--- src/rtl/pls_pkg.sv ---
package pls_pkg;

    // Operation codes carried on the kind port.
    typedef enum logic [2:0] {
        KIND_INS_HEAD = 3'd0,
        KIND_INS_TAIL = 3'd1,
        KIND_INS_POS  = 3'd2,
        KIND_DEL_HEAD = 3'd3,
        KIND_DEL_TAIL = 3'd4,
        KIND_DEL_POS  = 3'd5,
        KIND_READ_POS = 3'd6
    } t_kind;

    // Completion codes reported with every result.
    typedef enum logic [1:0] {
        STATUS_OK    = 2'd0,
        STATUS_RANGE = 2'd1,
        STATUS_EMPTY = 2'd2,
        STATUS_FULL  = 2'd3
    } t_status;

    localparam int POS_W   = 16;
    localparam int VALUE_W = 32;
    localparam int COUNT_W = 7;

    // Broadcast from the controller to every cell of the row.
    typedef struct packed {
        logic             ins;  // open a gap at loc and write the new value there
        logic             del;  // close the gap at loc
        logic             tap;  // the cell at loc drives its value onto the tap bus
        logic [POS_W-1:0] loc;  // target location of the operation
    } t_cell_ctl;

endpackage

--- src/rtl/pls_ctrl.sv ---
module pls_ctrl
    import pls_pkg::*;
#(
    parameter int CAPACITY = 64
) (
    input  logic               i_clk,
    input  logic               i_rst_n,
    input  logic               i_accept,
    input  logic [2:0]         i_kind,
    input  logic [POS_W-1:0]   i_position,
    input  logic [VALUE_W-1:0] i_tap_value,
    output t_cell_ctl          o_ctl,
    output logic               o_done,
    output logic [1:0]         o_status,
    output logic [COUNT_W-1:0] o_entry_count,
    output logic [VALUE_W-1:0] o_out_value,
    output logic               o_out_valid
);

    localparam int CNT_W = $clog2(CAPACITY + 1);
    localparam logic [CNT_W-1:0] CapCount = CNT_W'(CAPACITY);

    logic [CNT_W-1:0]         r_count;
    logic [CNT_W-1:0]         n_count;
    logic                     r_done;
    t_status                  r_status;
    logic [COUNT_W-1:0]       r_entry_count;
    logic [VALUE_W-1:0]       r_out_value;
    logic                     r_out_valid;

    t_status                  status;
    logic                     valid;
    t_cell_ctl                ctl;
    logic                     pos_neg;
    logic [POS_W-1:0]         pos_u;
    logic [POS_W-1:0]         cnt_p;
    logic [CNT_W+COUNT_W-1:0] cnt_ext;

    assign pos_neg = i_position[POS_W-1];
    assign pos_u   = {1'b0, i_position[POS_W-2:0]};
    assign cnt_p   = POS_W'(r_count);

    always_comb begin
        status  = STATUS_OK;
        valid   = 1'b0;
        n_count = r_count;
        ctl     = '0;
        unique case (t_kind'(i_kind)) inside
            KIND_INS_HEAD, KIND_INS_TAIL, KIND_INS_POS: begin
                if (t_kind'(i_kind) == KIND_INS_POS && (pos_neg || pos_u > cnt_p)) begin
                    status = STATUS_RANGE;
                end else if (r_count == CapCount) begin
                    status = STATUS_FULL;
                end else begin
                    ctl.ins = i_accept;
                    ctl.loc = (t_kind'(i_kind) == KIND_INS_HEAD) ? '0 :
                              (t_kind'(i_kind) == KIND_INS_TAIL) ? cnt_p : pos_u;
                    n_count = r_count + 1'b1;
                end
            end
            KIND_DEL_HEAD, KIND_DEL_TAIL, KIND_DEL_POS, KIND_READ_POS: begin
                if (r_count == '0) begin
                    status = STATUS_EMPTY;
                end else if ((t_kind'(i_kind) == KIND_DEL_POS ||
                              t_kind'(i_kind) == KIND_READ_POS) &&
                             (pos_neg || pos_u >= cnt_p)) begin
                    status = STATUS_RANGE;
                end else begin
                    valid   = 1'b1;
                    ctl.tap = 1'b1;
                    ctl.loc = (t_kind'(i_kind) == KIND_DEL_HEAD) ? '0 :
                              (t_kind'(i_kind) == KIND_DEL_TAIL) ? cnt_p - 1'b1 : pos_u;
                    if (t_kind'(i_kind) != KIND_READ_POS) begin
                        ctl.del = i_accept;
                        n_count = r_count - 1'b1;
                    end
                end
            end
            default: begin
            end
        endcase
    end

    assign cnt_ext = {{COUNT_W{1'b0}}, n_count};

    always_ff @(posedge i_clk) begin
        if (!i_rst_n) begin
            r_count <= '0;
            r_done  <= 1'b0;
        end else begin
            r_done <= i_accept;
            if (i_accept) begin
                r_count <= n_count;
            end
        end
    end

    always_ff @(posedge i_clk) begin
        if (i_accept) begin
            r_status      <= status;
            r_entry_count <= cnt_ext[COUNT_W-1:0];
            r_out_value   <= valid ? i_tap_value : '0;
            r_out_valid   <= valid;
        end
    end

    assign o_ctl         = ctl;
    assign o_done        = r_done;
    assign o_status      = r_status;
    assign o_entry_count = r_entry_count;
    assign o_out_value   = r_out_value;
    assign o_out_valid   = r_out_valid;

endmodule

--- config.mk ---
export PLATFORM = sky130hd
export DESIGN_NAME = pls_ctrl
export DESIGN_NICKNAME = d
export VERILOG_FILES = /design/src/rtl/pls_pkg.sv /design/src/rtl/pls_ctrl.sv
export SDC_FILE = /design/constraint.sdc
export NUM_CORES = 1
export LEC_CHECK = 0
export ABC_CLOCK_PERIOD_IN_PS = 4300
export BUFFER_PORTS_ARGS = -buffer_cell sky130_fd_sc_hd__buf_2
export CORE_MARGIN = 2
export CORE_UTILIZATION = 31
export DETAILED_ROUTE_END_ITERATION = 12
export GPL_TIMING_DRIVEN = 0
export SLEW_MARGIN = 25
export SYNTH_ARGS = -nofsm -noshare
export SYNTH_HDL_FRONTEND = slang
export SYNTH_SLANG_ARGS = --single-unit
export TNS_END_PERCENT = 20
--- constraint.sdc ---
create_clock -name i_clk -period 4.3 [get_ports i_clk]
set_input_delay 0.86 -clock i_clk [delete_from_list [all_inputs] [get_ports i_clk]]
set_output_delay 0.86 -clock i_clk [all_outputs]
set_load 0.005 [all_outputs]
==> flow_summary.ini <==
[run_status]
outcome = finished clean

[worst_setup_path]
arrival_ns = 3.24
timing.rr.start = r_count[0]
rrSetupSlack_ns = 1.04
r2r_cells = 12
startpoint_type = input port
worstPathCellList = buf_2, inv_1, ha_1, nand2b_1, a211o_1, a211o_1, a21oi_1, o211a_1, clkbuf_2, o2111ai_1, o21ai_0, buf_2
cp-endpoint = o_ctl[6]
critPathMaxFanout = 10
r2r_end = o_entry_count[2]
endpoint_kind = output pin
crit_required_ns = 3.44
cp_slowest_stage_delay_ns = 0.36
cpMaxStageDelayCell = a211o_1
crit_start = i_position[0]
crit_type = input port to output pin

[logic_synthesis]
synth_xor_area_share_pct = 1.71
synth_nets = 391
post_synth_and_or_nand_nor_area_fraction_pct = 23.1
synth_edf_count = 42
synth-seq-cells = 50
synth_top_cell_area_share_pct = 41.1
synth_top_family_by_area = simple AND/OR/NAND/NOR gates
netlist_area_sq_um = 3070
async_flop_share_pct = 0
synth_compound_area_share_pct = 18.2
synth-seq-area-share_pct = 46.3
synth_adder_area_share_pct = 3.67
syn_inst = 328
muxShareOfSynthArea_pct = 2.28
synth_area_leaders = edfxtp_1 41%, and2_1 6.9%, dfxtp_1 5.2%
yosysTopAreaCell = edfxtp_1
synth_cell_types = 52
avgSynthCellArea_sq_um = 9.36
ys.flop_type = edfxtp_1
yosys_warnings = 0

[finish]
final_common_cell = buf_2
nets = 513
final_cell_mix = 116 x buf_2, 42 x edfxtp_1, 34 x and2_1
syn_to_final_growth_pct = 28.1
finalInstanceArea_sq_um = 3930
drive_gt1_share_pct = 31.3
diodes = 0

[floorplanning]
die_h_microns = 104
die_w_microns = 104
ios = 116
initial_utilization_pct = 31.7
row_count = 36
fp.coreArea_sq_um = 9680
die_area_sq_um = 10700

[placed_design]
hpwl_mm = 6.85
io_buffers = 115
globalplace.congestion = 0.909
placed_area_sq_um = 3820

[routing]
drt-initial-drc-count = 240
drt-wirelength-per-cell_microns = 15.4
ant_nets = 0
dr_total_vias = 3053
dr.pass1.iters = 7
drt-total-wl_mm = 9.00
viasPerCell = 5.23
drc_errors = 0

[grt]
grt_pass1_vias = 2885
grt_use_total_pct = 16.4
grt_overflow = 0
grt_pass1_wl_mm = 14.5
grt_max_degree = 50
grt_antenna_before_repair = 0

[pwr]
cellLeakagePower_uw = 0.00174
cellPowerDensity_nw_per_um2 = 289
ir_drop_uv = 160

[sta]
setup_viol = 0
final_hold_viol_count = 0
worst_slew_pin_slew_ns = 0.775
min_period_ns = 4.10
whs_ns = 0.660
rsz0062_at_grt = no
relSlewSlack_pct = 48.0
clock.fmax_ghz = 0.244
skew_ns = 0.0109
slew_violations = 0
period_share_pct = 95.3

[clocking]
post_cts_buffers = 0
path_clk_slew_ns = 0.10
cts_buffers = 5
cts_sinks = 50
tritoncts = yes
cts_buffer_depth = 2
root_buffer = clkbuf_8
clk_latency_ns = 0.30
h-tree-depth = 2

[worst_hold_path]
hp-start = r_count[1]
worstHoldPathType = flop to flop

[job]
cap_violations = 0
-- state kept, by name, indices dropped and copies added (netlist names) --
signal and cells:
o_status 2, o_entry_count 7, o_out_valid 1, r_count 7
o_done 1, o_out_value 32
-- final cells by class --
type / instances / area, sq um
flip-flops and latches: 50 / 1420
fillers: 991 / 5750
clock buffers: 5 / 68.8
well taps: 133 / 166
multi-input cells: 243 / 1520
inverters: 11 / 41.3
clock inverters: 3 / 23.8
plain buffers: 24 / 113
repair buffers: 115 / 578
-- cell families (layout without fill, tap and decap cells) --
group,after synthesis,count (layout)
and+or+nand+nor,135,135
AOI/OAI and AO/OA,86,86
DFF,50,50
buffers and inverters,35,158
adders and majority gates,9,9
muxes,7,7
xor gates and xnor gates,6,6
-- metrics by stage --
stage               total power [uW]  utilization (%)  cells  setup slack (ns)  setup TNS (ns)
detailed placement               867             39.4    576           -0.0651          -0.323
finish                          1140             40.6    584             0.203               0
floorplan                        745                -    328             0.702               0
CTS                             1140             40.4    584            0.0406               0
global placement                 862             39.4    576            0.0564               0
global route                    1200             40.6    584            0.0148               0
-- synthesized netlist by cell type (2+ instances only) --
library cell / number
a211o_1: 2
a211oi_1: 4
a21o_1: 2
a21oi_1: 23
a221oi_1: 3
a22o_1: 2
a31oi_1: 4
and2_1: 34
and3_1: 10
buf_1: 2
buf_2: 2
clkbuf_1: 18
dfxtp_1: 8
edfxtp_1: 42
ha_1: 9
inv_1: 10
mux2i_1: 7
nand2_1: 26
nand2b_1: 4
nand3_1: 12
nand3b_1: 2
nor2_1: 22
nor2b_1: 2
nor3_1: 10
nor3b_1: 2
nor4_1: 3
o2111ai_1: 2
o211ai_1: 4
o21ai_0: 25
o21ai_1: 2
o22ai_1: 3
or2_2: 2
or3_1: 2
xnor2_1: 5
-- worst min-delay path by stage --
stage,endpoint,slack (ns),cells past startpoint
after global placement,r_count[1],0.62,2
after detailed placement,r_count[1],0.62,2
after CTS,r_count[1],0.64,2
final,r_count[1],0.66,2
after floorplan,r_count[1],0.57,2
after global routing,r_count[1],0.73,2
-- per-layer routing --
| layer | track usage [%] | share of wire, % |
|---|---|---|
| met1 | 20.9 | 43 |
| met3 | 4.28 | 9.1 |
| met2 | 27.1 | 46 |
| met5 | 0 | 0 |
| met4 | 5.41 | 2.7 |
-- report_power, final --
part           leakage [uW]  internal, uW  switching (uW)
Clock             0.0000408           117             161
Sequential         0.000498           560            11.1
Combinational       0.00120           117             172
-- worst max-delay path: cells and delay by family --
| kind | cells | cell delay, ns |
|---|---|---|
| AO/OA/AOI/OAI | 6 | 1.38 |
| buffers and inverters | 4 | 0.54 |
| adder cells (fa/ha/maj) | 1 | 0.30 |
| AND/OR/NAND/NOR | 1 | 0.15 |
-- what timing repair did --
| item | 4_1_cts | 5_1_grt |
|---|---|---|
| endpoints found under the setup margin | 18 | 18 |
| resized for setup | 3 | 14 |
| hold buffers | 0 | 0 |
| gates cloned | 0 | 0 |
(Power assumes the default switching activity.)
