===== config.mk =====
export PLATFORM = sky130hd
export DESIGN_NAME = pls_cell
export DESIGN_NICKNAME = d
export VERILOG_FILES = /design/src/rtl/pls_pkg.sv /design/src/rtl/pls_cell.sv
export SDC_FILE = /design/constraint.sdc
export NUM_CORES = 1
export LEC_CHECK = 0
export BUFFER_PORTS_ARGS = -buffer_cell sky130_fd_sc_hd__buf_2
export CAP_MARGIN = 15
export CORE_ASPECT_RATIO = 0.8
export CORE_MARGIN = 2
export CORE_UTILIZATION = 29
export CTS_CLUSTER_SIZE = 30
export DETAILED_ROUTE_END_ITERATION = 10
export GPL_ROUTABILITY_DRIVEN = 0
export PLACE_DENSITY = 0.78
export SYNTH_ARGS = -nofsm -noshare
export SYNTH_HDL_FRONTEND = slang
export SYNTH_SLANG_ARGS = --single-unit

===== constraint.sdc =====
create_clock -name i_clk -period 2.1 [get_ports i_clk]
set_input_delay 0.42 -clock i_clk [delete_from_list [all_inputs] [get_ports i_clk]]
set_output_delay 0.42 -clock i_clk [all_outputs]
set_load 0.01 [all_outputs]

===== src/rtl/pls_pkg.sv =====
package pls_pkg;

    // Operation codes carried on the kind port.
    typedef enum logic [2:0] {
        KIND_INS_HEAD = 3'd0,
        KIND_INS_TAIL = 3'd1,
        KIND_INS_POS  = 3'd2,
        KIND_DEL_HEAD = 3'd3,
        KIND_DEL_TAIL = 3'd4,
        KIND_DEL_POS  = 3'd5,
        KIND_READ_POS = 3'd6
    } t_kind;

    // Completion codes reported with every result.
    typedef enum logic [1:0] {
        STATUS_OK    = 2'd0,
        STATUS_RANGE = 2'd1,
        STATUS_EMPTY = 2'd2,
        STATUS_FULL  = 2'd3
    } t_status;

    localparam int POS_W   = 16;
    localparam int VALUE_W = 32;
    localparam int COUNT_W = 7;

    // Broadcast from the controller to every cell of the row.
    typedef struct packed {
        logic             ins;  // open a gap at loc and write the new value there
        logic             del;  // close the gap at loc
        logic             tap;  // the cell at loc drives its value onto the tap bus
        logic [POS_W-1:0] loc;  // target location of the operation
    } t_cell_ctl;

endpackage


===== src/rtl/pls_cell.sv =====
module pls_cell
    import pls_pkg::*;
#(
    parameter int INDEX = 0
) (
    input  logic               i_clk,
    input  t_cell_ctl          i_ctl,
    input  logic [VALUE_W-1:0] i_new_value,
    input  logic [VALUE_W-1:0] i_left,
    input  logic [VALUE_W-1:0] i_right,
    output logic [VALUE_W-1:0] o_value,
    output logic [VALUE_W-1:0] o_tap
);

    localparam logic [POS_W-1:0] MyIndex = POS_W'(INDEX);

    logic [VALUE_W-1:0] r_value;
    logic               at_loc;
    logic               above_loc;

    assign at_loc    = (MyIndex == i_ctl.loc);
    assign above_loc = (MyIndex > i_ctl.loc);

    // An insert pulls from the lower neighbor, a delete from the upper one.
    always_ff @(posedge i_clk) begin
        if (i_ctl.ins) begin
            if (above_loc) begin
                r_value <= i_left;
            end else if (at_loc) begin
                r_value <= i_new_value;
            end
        end else if (i_ctl.del && (above_loc || at_loc)) begin
            r_value <= i_right;
        end
    end

    assign o_value = r_value;
    assign o_tap   = (i_ctl.tap && at_loc) ? r_value : '0;

endmodule


==> out/qor.tcl, run 1 <==
set qor(grt_antenna_before_repair) 0
set qor(synth_seq_area_share_pct) 58.4
set qor(clock_sink_count) 32
set qor(postSynthCellCount) 112
set qor(drive_gt1_share_pct) 76.4
set qor(synthDistinctLibCells) 11
set qor(gr-usage-all-layers_pct) 13.9
set qor(synth.area.top_cells) {sky130_fd_sc_hd__edfxtp_1 58%, sky130_fd_sc_hd__mux2_2 22%, sky130_fd_sc_hd__and3_1 11%}
set qor(path_cells) {buf_2, nor4_4, buf_4, and4_4, and3_1, buf_2}
set qor(synth_largest_area_cell) {sky130_fd_sc_hd__edfxtp_1}
set qor(worstMarginPinSlew_ns) 0.467
set qor(irDropWorstVdd_mv) 0.219
set qor(die-width_um) 88.2
set qor(max_slew_margin_pct) 68.9
set qor(grt.overflow.total) 0
set qor(grt_start_max_net_pins) 34
set qor(maxCapViolCount) 0
set qor(ctsHtreeMaxLevel) 2
set qor(final_max_slew_viol_count) 0
set qor(area_delta_synth_final_pct) 62.6
set qor(worst_path_max_delay_cell) {sky130_fd_sc_hd__and4_4}
set qor(total_leakage_power_nw) 1.36
set qor(routed-wl-met2_mm) 2.76
set qor(startpoint_type) {input port}
set qor(cts_tree) {done}
set qor(detail_route.vias_per_cell) 4.70
set qor(final_min_period_over_clock_period_pct) 97.3
set qor(largest_register_ff_count) 32
set qor(dp.final_hpwl_mm) 3.42
set qor(first_pass_grt_wire_length_mm) 6.71
set qor(crit_type) {input port to primary output}
set qor(mappedNetlistNets) 228
set qor(longest_individual_stage_delay_on_the_worst_path_ns) 0.32
set qor(drc) 0
set qor(routed-via-count) 1622
set qor(drt_first_pass_iters) 4
set qor(status) {complete, no violations}
set qor(vias_in_the_first_global_route) 1481
set qor(cts_buffer_depth) 2
set qor(worst-endpoint-required_ns) 1.68
set qor(detail-route-antenna-nets) 0
set qor(crit_arrival_ns) 1.62
set qor(placement_rows) 24
set qor(port_buffers) 147
set qor(yosysWarnings) 0
set qor(detailroute.wirelength.met3_um) 366
set qor(synth-seq-cells) 32
set qor(die_height_um) 71.4
set qor(cp_common_cell) {sky130_fd_sc_hd__buf_2}
set qor(clock-root-buffer) {sky130_fd_sc_hd__clkbuf_8}
set qor(n_antenna_cell) 0
set qor(wl_mm) 5.52
set qor(power_density_nw_per_um2) 486
set qor(maxClockFrequency_ghz) 0.489
set qor(worstHoldPathType) {input port to flop}
set qor(cts_inserted_buffers) 5
set qor(final_net_count) 383
set qor(initial_utilization_pct) 30.1
set qor(final_period_minus_worst_setup_slack_ns) 2.04
set qor(end_kind) {primary output}
set qor(unrepaired_setup_endpoints_after_global_routing) {false}
set qor(top_layer) {met4}
set qor(drt-initial-drc-count) 63
set qor(portion_of_synthesized_cell_area_occupied_by_the_leading_cell_type_pct) 58.4
set qor(synth_area_um2) 1650
set qor(path_buf_inv) 3
set qor(post_drt_wl_per_cell_um) 16.0
set qor(clkTransAtPathRegs_ns) 0.06
set qor(synth-main-ff-cell) {sky130_fd_sc_hd__edfxtp_1}
set qor(fp.coreArea_um2) 5470
set qor(finalSetupViolations) 0
set qor(avgSynthCellArea_um2) 14.7
set qor(die-area_um2) 6300
set qor(crit_fanout) 8
set qor(fin_util_pct) 48.9
set qor(critical_path.top_delay_family) {simple AND/OR/NAND/NOR gates}
set qor(top_level_ports) 180
set qor(wl_met1_mm) 2.34
set qor(synth_enable_flop_cells) 32
set qor(async_reset_ff_share_pct) 0
set qor(fin_tns_setup_ns) 0
set qor(timing.final.hold_violations) 0
set qor(synth.cells.most_frequent) {32 x sky130_fd_sc_hd__edfxtp_1, 32 x sky130_fd_sc_hd__mux2_2, 29 x sky130_fd_sc_hd__and3_1}
per-stage QoR:
step / cell area [µm²] / hold slack [ns] / total power (W) / cells / worst slack (ns)
floorplan: 1650 / 0.640 / 0.000789 / 112 / 0.159
global placement: 2480 / 0.724 / 0.000873 / 330 / 0.0788
detailed placement: 2480 / 0.728 / 0.000879 / 330 / 0.0484
CTS: 2550 / 0.437 / 0.00131 / 337 / 0.0422
global route: 2680 / 0.427 / 0.00137 / 345 / 0.0148
finish: 2680 / 0.449 / 0.00130 / 345 / 0.0557
final timing paths:
check / from / endpoint / slack, ns / depth (start not counted)
max: i_ctl[2] / o_tap[3] / 0.06 / 6
min: i_right[24] / o_value[24] / 0.45 / 2
final cells by class:
class	count	area, µm²
Multi-Input combinational cell	74	714
Timing Repair Buffer	154	826
Clock buffer	5	68.8
Tap cell	78	97.6
Clock inverter	2	7.51
Sequential cell	32	961
Fill cell	532	2790
kinds of logic after synthesis:
family                 share of synthesized area [%]
AOI/OAI and AO/OA                              0.456
and+or+nand+nor                                 15.4
buffers and inverters                           3.88
muxes                                           21.9
DFF                                             58.4
cells in the final DEF, fill, tap and decap left out, drive strengths merged:
cell and count:
clkinv 2, buf 154, edfxtp 32, clkbuf 5
and4 5, o21a 1, and3 32, mux2 32
nor4 4
repair_timing:
| action | 4_1_cts | 5_1_grt |
|---|---|---|
| buffers inserted | 0 | 4 |
| resized for setup | 0 | 10 |
| hold buffers | 0 | 0 |
| endpoints found under the setup margin | 0 | 32 |
layer usage:
metal / up-vias / global-route usage, %
met4: 0 / 5.39
li1: 756 / -
met5: - / 0
met3: 7 / 2.53
met2: 91 / 26.3
met1: 768 / 15.2
where the power goes:
part           internal (W)  total (W)   switching, W
Combinational      0.000107   0.000174      0.0000668
Clock              0.000218   0.000419       0.000201
Sequential         0.000707   0.000708  0.00000000582
Power figures use the tool's default switching activity.
==> run 2: changes to the inputs <==
--- a/config.mk
+++ b/config.mk
@@ -5,15 +5,17 @@
 export SDC_FILE = /design/constraint.sdc
 export NUM_CORES = 1
 export LEC_CHECK = 0
+export ABC_AREA = 1
+export ABC_CLOCK_PERIOD_IN_PS = 2100
 export BUFFER_PORTS_ARGS = -buffer_cell sky130_fd_sc_hd__buf_2
 export CAP_MARGIN = 15
 export CORE_ASPECT_RATIO = 0.8
 export CORE_MARGIN = 2
-export CORE_UTILIZATION = 29
+export CORE_UTILIZATION = 32
 export CTS_CLUSTER_SIZE = 30
 export DETAILED_ROUTE_END_ITERATION = 10
 export GPL_ROUTABILITY_DRIVEN = 0
-export PLACE_DENSITY = 0.78
+export PLACE_DENSITY = 0.82
 export SYNTH_ARGS = -nofsm -noshare
 export SYNTH_HDL_FRONTEND = slang
 export SYNTH_SLANG_ARGS = --single-unit
==> run 2 against run 1 <==
Against the previous run:
- die area is 1.5% lower
- power down 0.58%
- sequential cell count unchanged
- synthesized cell count up 37%
- clock-buffer cell count rose by 1
- clock power rose by 4%
==> out/qor.tcl, run 2 <==
set qor(clock_power_share_pct) 33.5 ;# was 32.2%
set qor(maxClockFrequency_ghz) 0.524 ;# was 0.489 GHz
set qor(path_cells) {buf_2, nor2_1, nand2_1, nor2_2, nand3_4, buf_12, nor2_2, buf_2} ;# was buf_2, nor4_4, buf_4, and4_4, and3_1, buf_2
set qor(synth.area.top_cells) {sky130_fd_sc_hd__edfxtp_1 54%, sky130_fd_sc_hd__mux2_2 20%, sky130_fd_sc_hd__nor2_2 11%} ;# was sky130_fd_sc_hd__edfxtp_1 58%, sky130_fd_sc_hd__mux2_2 22%, sky130_fd_sc_hd__and3_1 11%
set qor(drive_gt1_share_pct) 73.5 ;# was 76.4%
set qor(clock_sink_count) 32 ;# unchanged
set qor(ctsHtreeMaxLevel) 2 ;# unchanged
set qor(path_buf_inv) 3 ;# unchanged
set qor(cts_buffer_depth) 2 ;# unchanged
set qor(mappedNetlistNets) 269 ;# was 228
set qor(grt.overflow.total) 0 ;# unchanged
set qor(avgSynthCellArea_um2) 11.7 ;# was 14.7 µm²
set qor(detail-route-antenna-nets) 0 ;# unchanged
set qor(drt_first_pass_iters) 4 ;# unchanged
set qor(grt_antenna_before_repair) 0 ;# unchanged
set qor(gr-usage-all-layers_pct) 14.1 ;# was 13.9%
set qor(synth_area_um2) 1790 ;# was 1650 µm²
set qor(post_cts_buffers) 0 ;# unchanged
set qor(worst_hold_path.endpoint) {o_value[27]} ;# was o_value[24]
set qor(final_cell_mix) {147 x sky130_fd_sc_hd__buf_2, 32 x sky130_fd_sc_hd__mux2_2, 32 x sky130_fd_sc_hd__inv_1, 32 x sky130_fd_sc_hd__edfxtp_1, 30 x sky130_fd_sc_hd__nor2_2} ;# was 147 x sky130_fd_sc_hd__buf_2, 32 x sky130_fd_sc_hd__mux2_2, 32 x sky130_fd_sc_hd__edfxtp_1
set qor(final_max_slew_viol_count) 0 ;# unchanged
set qor(area_delta_synth_final_pct) 52.1 ;# was 62.6%
set qor(post_drt_wl_per_cell_um) 11.7 ;# was 16.0 µm
set qor(worst_path_max_delay_cell) {sky130_fd_sc_hd__buf_12} ;# was sky130_fd_sc_hd__and4_4
set qor(largest_register_ff_count) 32 ;# unchanged
set qor(synthDistinctLibCells) 10 ;# was 11
set qor(n_antenna_cell) 0 ;# unchanged
set qor(critical_path.top_delay_family) {simple AND/OR/NAND/NOR gates} ;# unchanged
set qor(mostFrequentLayoutCell) {sky130_fd_sc_hd__buf_2} ;# unchanged
set qor(yosysWarnings) 0 ;# unchanged
set qor(fp.coreArea_um2) 5410 ;# was 5470 µm²
set qor(layout.area.seq_um2) 961 ;# unchanged
set qor(dpl.cell_count) 364 ;# was 330
set qor(synth-seq-cells) 32 ;# unchanged
set qor(startpoint_type) {input port} ;# unchanged
set qor(timing.critical_path.from) {i_ctl[11]} ;# was i_ctl[2]
set qor(maxCapViolCount) 0 ;# unchanged
set qor(timing.hold.worst.start) {i_new_value[27]} ;# was i_right[24]
set qor(die_height_um) 70.8 ;# was 71.4 µm
set qor(drc) 0 ;# unchanged
set qor(drt-initial-drc-count) 44 ;# was 63
set qor(power_density_nw_per_um2) 476 ;# was 486 nW/µm²
set qor(clock-root-buffer) {sky130_fd_sc_hd__clkbuf_8} ;# unchanged
set qor(crit_fanout) 14 ;# was 8
set qor(total_leakage_power_nw) 1.39 ;# was 1.36 nW
set qor(dp.final_hpwl_mm) 3.52 ;# was 3.42 mm
set qor(final_net_count) 422 ;# was 383
set qor(synth-main-ff-cell) {sky130_fd_sc_hd__edfxtp_1} ;# unchanged
set qor(die-width_um) 87.5 ;# was 88.2 µm
set qor(synth_largest_area_cell) {sky130_fd_sc_hd__edfxtp_1} ;# unchanged
set qor(netSwitchingPower_w) 0.000257 ;# was 0.000268 W
set qor(port_buffers) 147 ;# unchanged
set qor(cts_inserted_buffers) 5 ;# unchanged
set qor(crit_arrival_ns) 1.49 ;# was 1.62 ns
set qor(synth_seq_area_share_pct) 53.8 ;# was 58.4%
set qor(wl_mm) 4.33 ;# was 5.52 mm
set qor(p_int_w) 0.00104 ;# was 0.00103 W
set qor(clkTransAtPathRegs_ns) 0.06 ;# about the same
set qor(power.combinational.fraction_pct) 11.7 ;# was 13.4%
set qor(routed-via-count) 1573 ;# was 1622
set qor(vias_in_the_first_global_route) 1552 ;# was 1481
set qor(synth_enable_flop_cells) 32 ;# unchanged
set qor(worstHoldPathType) {input port to flop} ;# unchanged
set qor(irDropWorstVdd_mv) 0.323 ;# was 0.219 mV
set qor(num-fill-cells) 498 ;# was 532
set qor(worstMarginPinSlew_ns) 0.347 ;# was 0.467 ns
set qor(longest_individual_stage_delay_on_the_worst_path_ns) 0.22 ;# was 0.32 ns
set qor(worst-endpoint-required_ns) 1.68 ;# about the same
set qor(detail_route.vias_per_cell) 4.24 ;# was 4.70
set qor(synth.cells.most_frequent) {32 x sky130_fd_sc_hd__edfxtp_1, 32 x sky130_fd_sc_hd__inv_1, 32 x sky130_fd_sc_hd__mux2_2} ;# was 32 x sky130_fd_sc_hd__edfxtp_1, 32 x sky130_fd_sc_hd__mux2_2, 29 x sky130_fd_sc_hd__and3_1
set qor(holdWs_ns) 0.443 ;# was 0.449 ns
set qor(fin_tns_setup_ns) 0 ;# unchanged
set qor(status) {complete, no violations} ;# unchanged
set qor(timing.hold.worst_path_depth) 2 ;# unchanged
set qor(cts.repair.resized) 0 ;# unchanged
set qor(top_level_ports) 180 ;# unchanged
set qor(final_period_minus_worst_setup_slack_ns) 1.91 ;# was 2.04 ns
set qor(async_reset_ff_share_pct) 0 ;# unchanged
set qor(power.share.switching_pct) 19.9 ;# was 20.6%
set qor(timing.final.hold_violations) 0 ;# unchanged
set qor(max_slew_margin_pct) 76.9 ;# was 68.9%
set qor(portion_of_synthesized_cell_area_occupied_by_the_leading_cell_type_pct) 53.8 ;# was 58.4%
set qor(end_kind) {primary output} ;# unchanged
set qor(first_pass_grt_wire_length_mm) 6.72 ;# was 6.71 mm
set qor(crit_type) {input port to primary output} ;# unchanged
set qor(cts_tree) {done} ;# unchanged
set qor(finalSetupViolations) 0 ;# unchanged
set qor(die-area_um2) 6200 ;# was 6300 µm²
set qor(placement_rows) 24 ;# unchanged
set qor(initial_utilization_pct) 33.1 ;# was 30.1%
set qor(final_cell_count_no_fill) 371 ;# was 345
set qor(grt_start_max_net_pins) 18 ;# was 34
set qor(seqPwrFrac_pct) 54.7 ;# was 54.4%
set qor(holdBufCountCts) 0 ;# unchanged
set qor(multi_input_comb_area_um2) 659 ;# was 714 µm²
set qor(postSynthCellCount) 153 ;# was 112
set qor(unrepaired_setup_endpoints_after_global_routing) {false} ;# unchanged
set qor(final_min_period_over_clock_period_pct) 90.8 ;# was 97.3%
==> run 2: worst max path at each step <==
stage	slack, ns	endpoint	depth (start not counted)
2_1_floorplan	0.34	o_value[0]	4
3_5_place_dp	0.18	o_tap[5]	8
4_1_cts	0.17	o_tap[5]	8
3_3_place_gp	0.19	o_tap[21]	8
6_report	0.19	o_tap[18]	8
5_1_grt	0.06	o_tap[17]	8
==> run 2: logic make-up after synthesis <==
logic type | synth area share (%)
buffers and inverters | 9.73
and+or+nand+nor | 16.3
muxes | 20.2
DFF | 53.8
==> run 2: metrics by stage <==
| stage | cell area, µm² | worst slack, ns | total power, W | util [%] |
|---|---|---|---|---|
| 2_1_floorplan | 1790 | 0.335 | 0.000789 | - |
| 3_3_place_gp | 2640 | 0.194 | 0.000870 | 48.8 |
| 3_5_place_dp | 2640 | 0.180 | 0.000875 | 48.8 |
| 4_1_cts | 2720 | 0.169 | 0.00132 | 50.3 |
| 5_1_grt | 2720 | 0.0643 | 0.00136 | 50.3 |
| 6_report | 2720 | 0.193 | 0.00129 | 50.3 |
==> run 2: metal layers <==
metal | vias up | GRT usage (%) | part of all wire (%)
met1 | 691 | 14.8 | 39
met5 | - | 0 | 0
met2 | 84 | 26.0 | 52
li1 | 792 | - | -
met3 | 6 | 4.20 | 8.2
met4 | 0 | 5.64 | 1.1
==> run 2: power groups by stage <==
stage / Clock [W] / Combinational [W] / Sequential (W)
detailed placement: 0 / 0.000154 / 0.000721
global placement: 0 / 0.000149 / 0.000721
global route: 0.000488 / 0.000170 / 0.000707
CTS: 0.000460 / 0.000155 / 0.000707
finish: 0.000434 / 0.000152 / 0.000707
floorplan: 0 / 0.0000674 / 0.000721
==> run 2: cell type report <==
cell class,count,share of cell area (%)
Multi-Input combinational cell,82,24.3
Inverter,32,4.42
Clock buffer,6,2.67
Sequential cell,32,35.4
Tap cell,65,2.99
Clock inverter,1,0.184
Timing Repair Buffer,153,30.1
==> run 3: changes to the inputs <==
--- a/config.mk
+++ b/config.mk
@@ -9,13 +9,15 @@
 export ABC_CLOCK_PERIOD_IN_PS = 2100
 export BUFFER_PORTS_ARGS = -buffer_cell sky130_fd_sc_hd__buf_2
 export CAP_MARGIN = 15
+export CELL_PAD_IN_SITES_DETAIL_PLACEMENT = 1
+export CELL_PAD_IN_SITES_GLOBAL_PLACEMENT = 1
 export CORE_ASPECT_RATIO = 0.8
 export CORE_MARGIN = 2
-export CORE_UTILIZATION = 32
+export CORE_UTILIZATION = 22
 export CTS_CLUSTER_SIZE = 30
 export DETAILED_ROUTE_END_ITERATION = 10
 export GPL_ROUTABILITY_DRIVEN = 0
-export PLACE_DENSITY = 0.82
+export PLACE_DENSITY = 0.83
 export SYNTH_ARGS = -nofsm -noshare
 export SYNTH_HDL_FRONTEND = slang
 export SYNTH_SLANG_ARGS = --single-unit
==> run 3 against run 2 <==
Against the previous run:
- worst hold slack lost 0.0040 ns
- final area rose by 0.87%
- power up 2.2%
- sequential cell count stayed put
- global-route usage fell by 2.0 points
- routed wire length grew 20%
- worst setup slack improved by 0.055 ns
- via count rose by 2.5%
- sequential share of layout area is 0.31 points lower
- clock power rose by 6.0%
- combinational power is essentially flat
- critical endpoint is now o_tap[10]
==> out/qor.tcl, run 3 (synthesis gave the netlist of run 2 again) <==
set qor(path_depth) 8 ;# unchanged
set qor(worst_path_max_delay_cell) {sky130_fd_sc_hd__buf_4} ;# was sky130_fd_sc_hd__buf_12
set qor(path_buf_inv) 3 ;# unchanged
set qor(die_height_um) 84.6 ;# was 70.8 µm
set qor(crit_type) {input port to primary output} ;# unchanged
set qor(fin_tns_setup_ns) 0 ;# unchanged
set qor(total_leakage_power_nw) 1.37 ;# was 1.39 nW
set qor(port_buffers) 147 ;# unchanged
set qor(crit_arrival_ns) 1.43 ;# was 1.49 ns
set qor(worstHoldPathType) {input port to flop} ;# unchanged
set qor(cts.repair.resized) 0 ;# unchanged
set qor(cts_inserted_buffers) 5 ;# unchanged
set qor(area_delta_synth_final_pct) 53.4 ;# was 52.1%
set qor(maxClockFrequency_ghz) 0.540 ;# was 0.524 GHz
set qor(final_cell_mix) {147 x sky130_fd_sc_hd__buf_2, 32 x sky130_fd_sc_hd__mux2_2, 32 x sky130_fd_sc_hd__inv_1, 32 x sky130_fd_sc_hd__edfxtp_1, 30 x sky130_fd_sc_hd__nor2_2} ;# unchanged
set qor(die-area_um2) 8860 ;# was 6200 µm²
set qor(dpl.cell_count) 406 ;# was 364
set qor(grt_start_max_net_pins) 25 ;# was 18
set qor(detail_route.vias_per_cell) 3.89 ;# was 4.24
set qor(worst-endpoint-required_ns) 1.68 ;# about the same
set qor(p_total_w) 0.00132 ;# was 0.00129 W
set qor(holdWs_ns) 0.439 ;# was 0.443 ns
set qor(startpoint_type) {input port} ;# unchanged
set qor(status) {complete, no violations} ;# unchanged
set qor(crit_fanout) 16 ;# was 14
set qor(holdBufCountCts) 0 ;# unchanged
set qor(largest_register_ff_count) 32 ;# unchanged
set qor(detailroute.wirelength.met3_um) 440 ;# was 354 µm
set qor(power_density_nw_per_um2) 482 ;# was 476 nW/µm²
set qor(final_cell_count_no_fill) 414 ;# was 371
set qor(clock-root-buffer) {sky130_fd_sc_hd__clkbuf_8} ;# unchanged
set qor(top_level_ports) 180 ;# unchanged
set qor(cts_buffer_depth) 2 ;# unchanged
set qor(dp.final_hpwl_mm) 4.33 ;# was 3.52 mm
set qor(post_cts_buffers) 0 ;# unchanged
set qor(n_antenna_cell) 0 ;# unchanged
set qor(fin_util_pct) 34.7 ;# was 50.3%
set qor(unrepaired_setup_endpoints_after_global_routing) {false} ;# unchanged
set qor(final_min_period_over_clock_period_pct) 88.2 ;# was 90.8%
set qor(first_pass_grt_wire_length_mm) 8.44 ;# was 6.72 mm
set qor(drive_gt1_share_pct) 72.9 ;# was 73.5%
set qor(routed-wl-met2_mm) 2.64 ;# was 2.25 mm
set qor(drt_first_pass_iters) 4 ;# unchanged
set qor(die-width_um) 105 ;# was 87.5 µm
set qor(mostFrequentLayoutCell) {sky130_fd_sc_hd__buf_2} ;# unchanged
set qor(cts_tree) {done} ;# unchanged
set qor(clock_sink_count) 32 ;# unchanged
set qor(final_max_slew_viol_count) 0 ;# unchanged
set qor(finalSetupViolations) 0 ;# unchanged
set qor(detail-route-antenna-nets) 0 ;# unchanged
set qor(timing.hold.worst_path_depth) 2 ;# unchanged
set qor(wl_met1_mm) 2.02 ;# was 1.68 mm
set qor(longest_individual_stage_delay_on_the_worst_path_ns) 0.23 ;# was 0.22 ns
set qor(post_drt_wl_per_cell_um) 12.6 ;# was 11.7 µm
set qor(vias_in_the_first_global_route) 1741 ;# was 1552
set qor(top_layer) {met4} ;# unchanged
set qor(worst_hold_path.endpoint) {o_value[24]} ;# was o_value[27]
set qor(maxCapViolCount) 0 ;# unchanged
set qor(path_cells) {buf_2, nor2_1, nand2_1, nor2_2, nand3_4, buf_4, nor2_2, buf_2} ;# was buf_2, nor2_1, nand2_1, nor2_2, nand3_4, buf_12, nor2_2, buf_2
set qor(worstMarginPinSlew_ns) 0.303 ;# was 0.347 ns
set qor(placement_rows) 29 ;# was 24
set qor(final_net_count) 421 ;# was 422
set qor(wl_mm) 5.21 ;# was 4.33 mm
set qor(drc) 0 ;# unchanged
set qor(final_period_minus_worst_setup_slack_ns) 1.85 ;# was 1.91 ns
set qor(irDropWorstVdd_mv) 0.210 ;# was 0.323 mV
set qor(grt_antenna_before_repair) 0 ;# unchanged
set qor(routed-via-count) 1612 ;# was 1573
set qor(max_slew_margin_pct) 79.8 ;# was 76.9%
set qor(clkTransAtPathRegs_ns) 0.07 ;# was 0.06 ns
set qor(fp.coreArea_um2) 7910 ;# was 5410 µm²
set qor(ctsHtreeMaxLevel) 2 ;# unchanged
set qor(timing.final.hold_violations) 0 ;# unchanged
set qor(gr-usage-all-layers_pct) 12.1 ;# was 14.1%
set qor(grt.overflow.total) 0 ;# unchanged
set qor(drt-initial-drc-count) 64 ;# was 44
set qor(initial_utilization_pct) 22.6 ;# was 33.1%
set qor(end_kind) {primary output} ;# unchanged
set qor(timing.hold.worst.start) {i_right[24]} ;# was i_new_value[27]
set qor(critical_path.top_delay_family) {simple AND/OR/NAND/NOR gates} ;# unchanged
## run 3: cell count changes in the layout (fill, tap and decap cells not counted), sizes merged
cell	before	now
buf	153	152
clkbuf	6	7
## run 3: how the worst max path moves through the flow
stage | from | end | slack [ns]
floorplan | i_ctl[18] | o_value[0] | 0.34
detailed placement | i_ctl[14] | o_tap[10] | 0.22
finish | i_ctl[14] | o_tap[10] | 0.25
global placement | i_ctl[11] | o_tap[0] | 0.27
global route | i_ctl[10] | o_tap[16] | 0.13
CTS | i_ctl[14] | o_tap[10] | 0.22
## run 3: stage by stage
stage	setup slack (ns)	cell area, µm²
after global placement	0.267	2660
after detailed placement	0.223	2660
after global routing	0.126	2740
after floorplan	0.335	1790
final	0.248	2740
after CTS	0.220	2740
## run 3: where the power goes
| group | switching (W) | internal, W |
|---|---|---|
| logic | 0.0000511 | 0.000103 |
| clock network | 0.000229 | 0.000231 |
| registers | 0.00000000611 | 0.000707 |
## run 3: cell type report
type / count / area, µm²
repair buffers: 152 / 786
multi-input cells: 82 / 659
inverters: 32 / 120
fillers: 960 / 5170
clock inverters: 1 / 3.75
clock buffers: 7 / 76.3
well taps: 108 / 135
flip-flops and latches: 32 / 961
## run 3: metal layers
metal  GRT usage, %  vias to the layer above
met4           4.61                        0
li1               -                      789
met2           22.3                       86
met1           13.2                      728
met3           3.42                        9
met5              0                        -
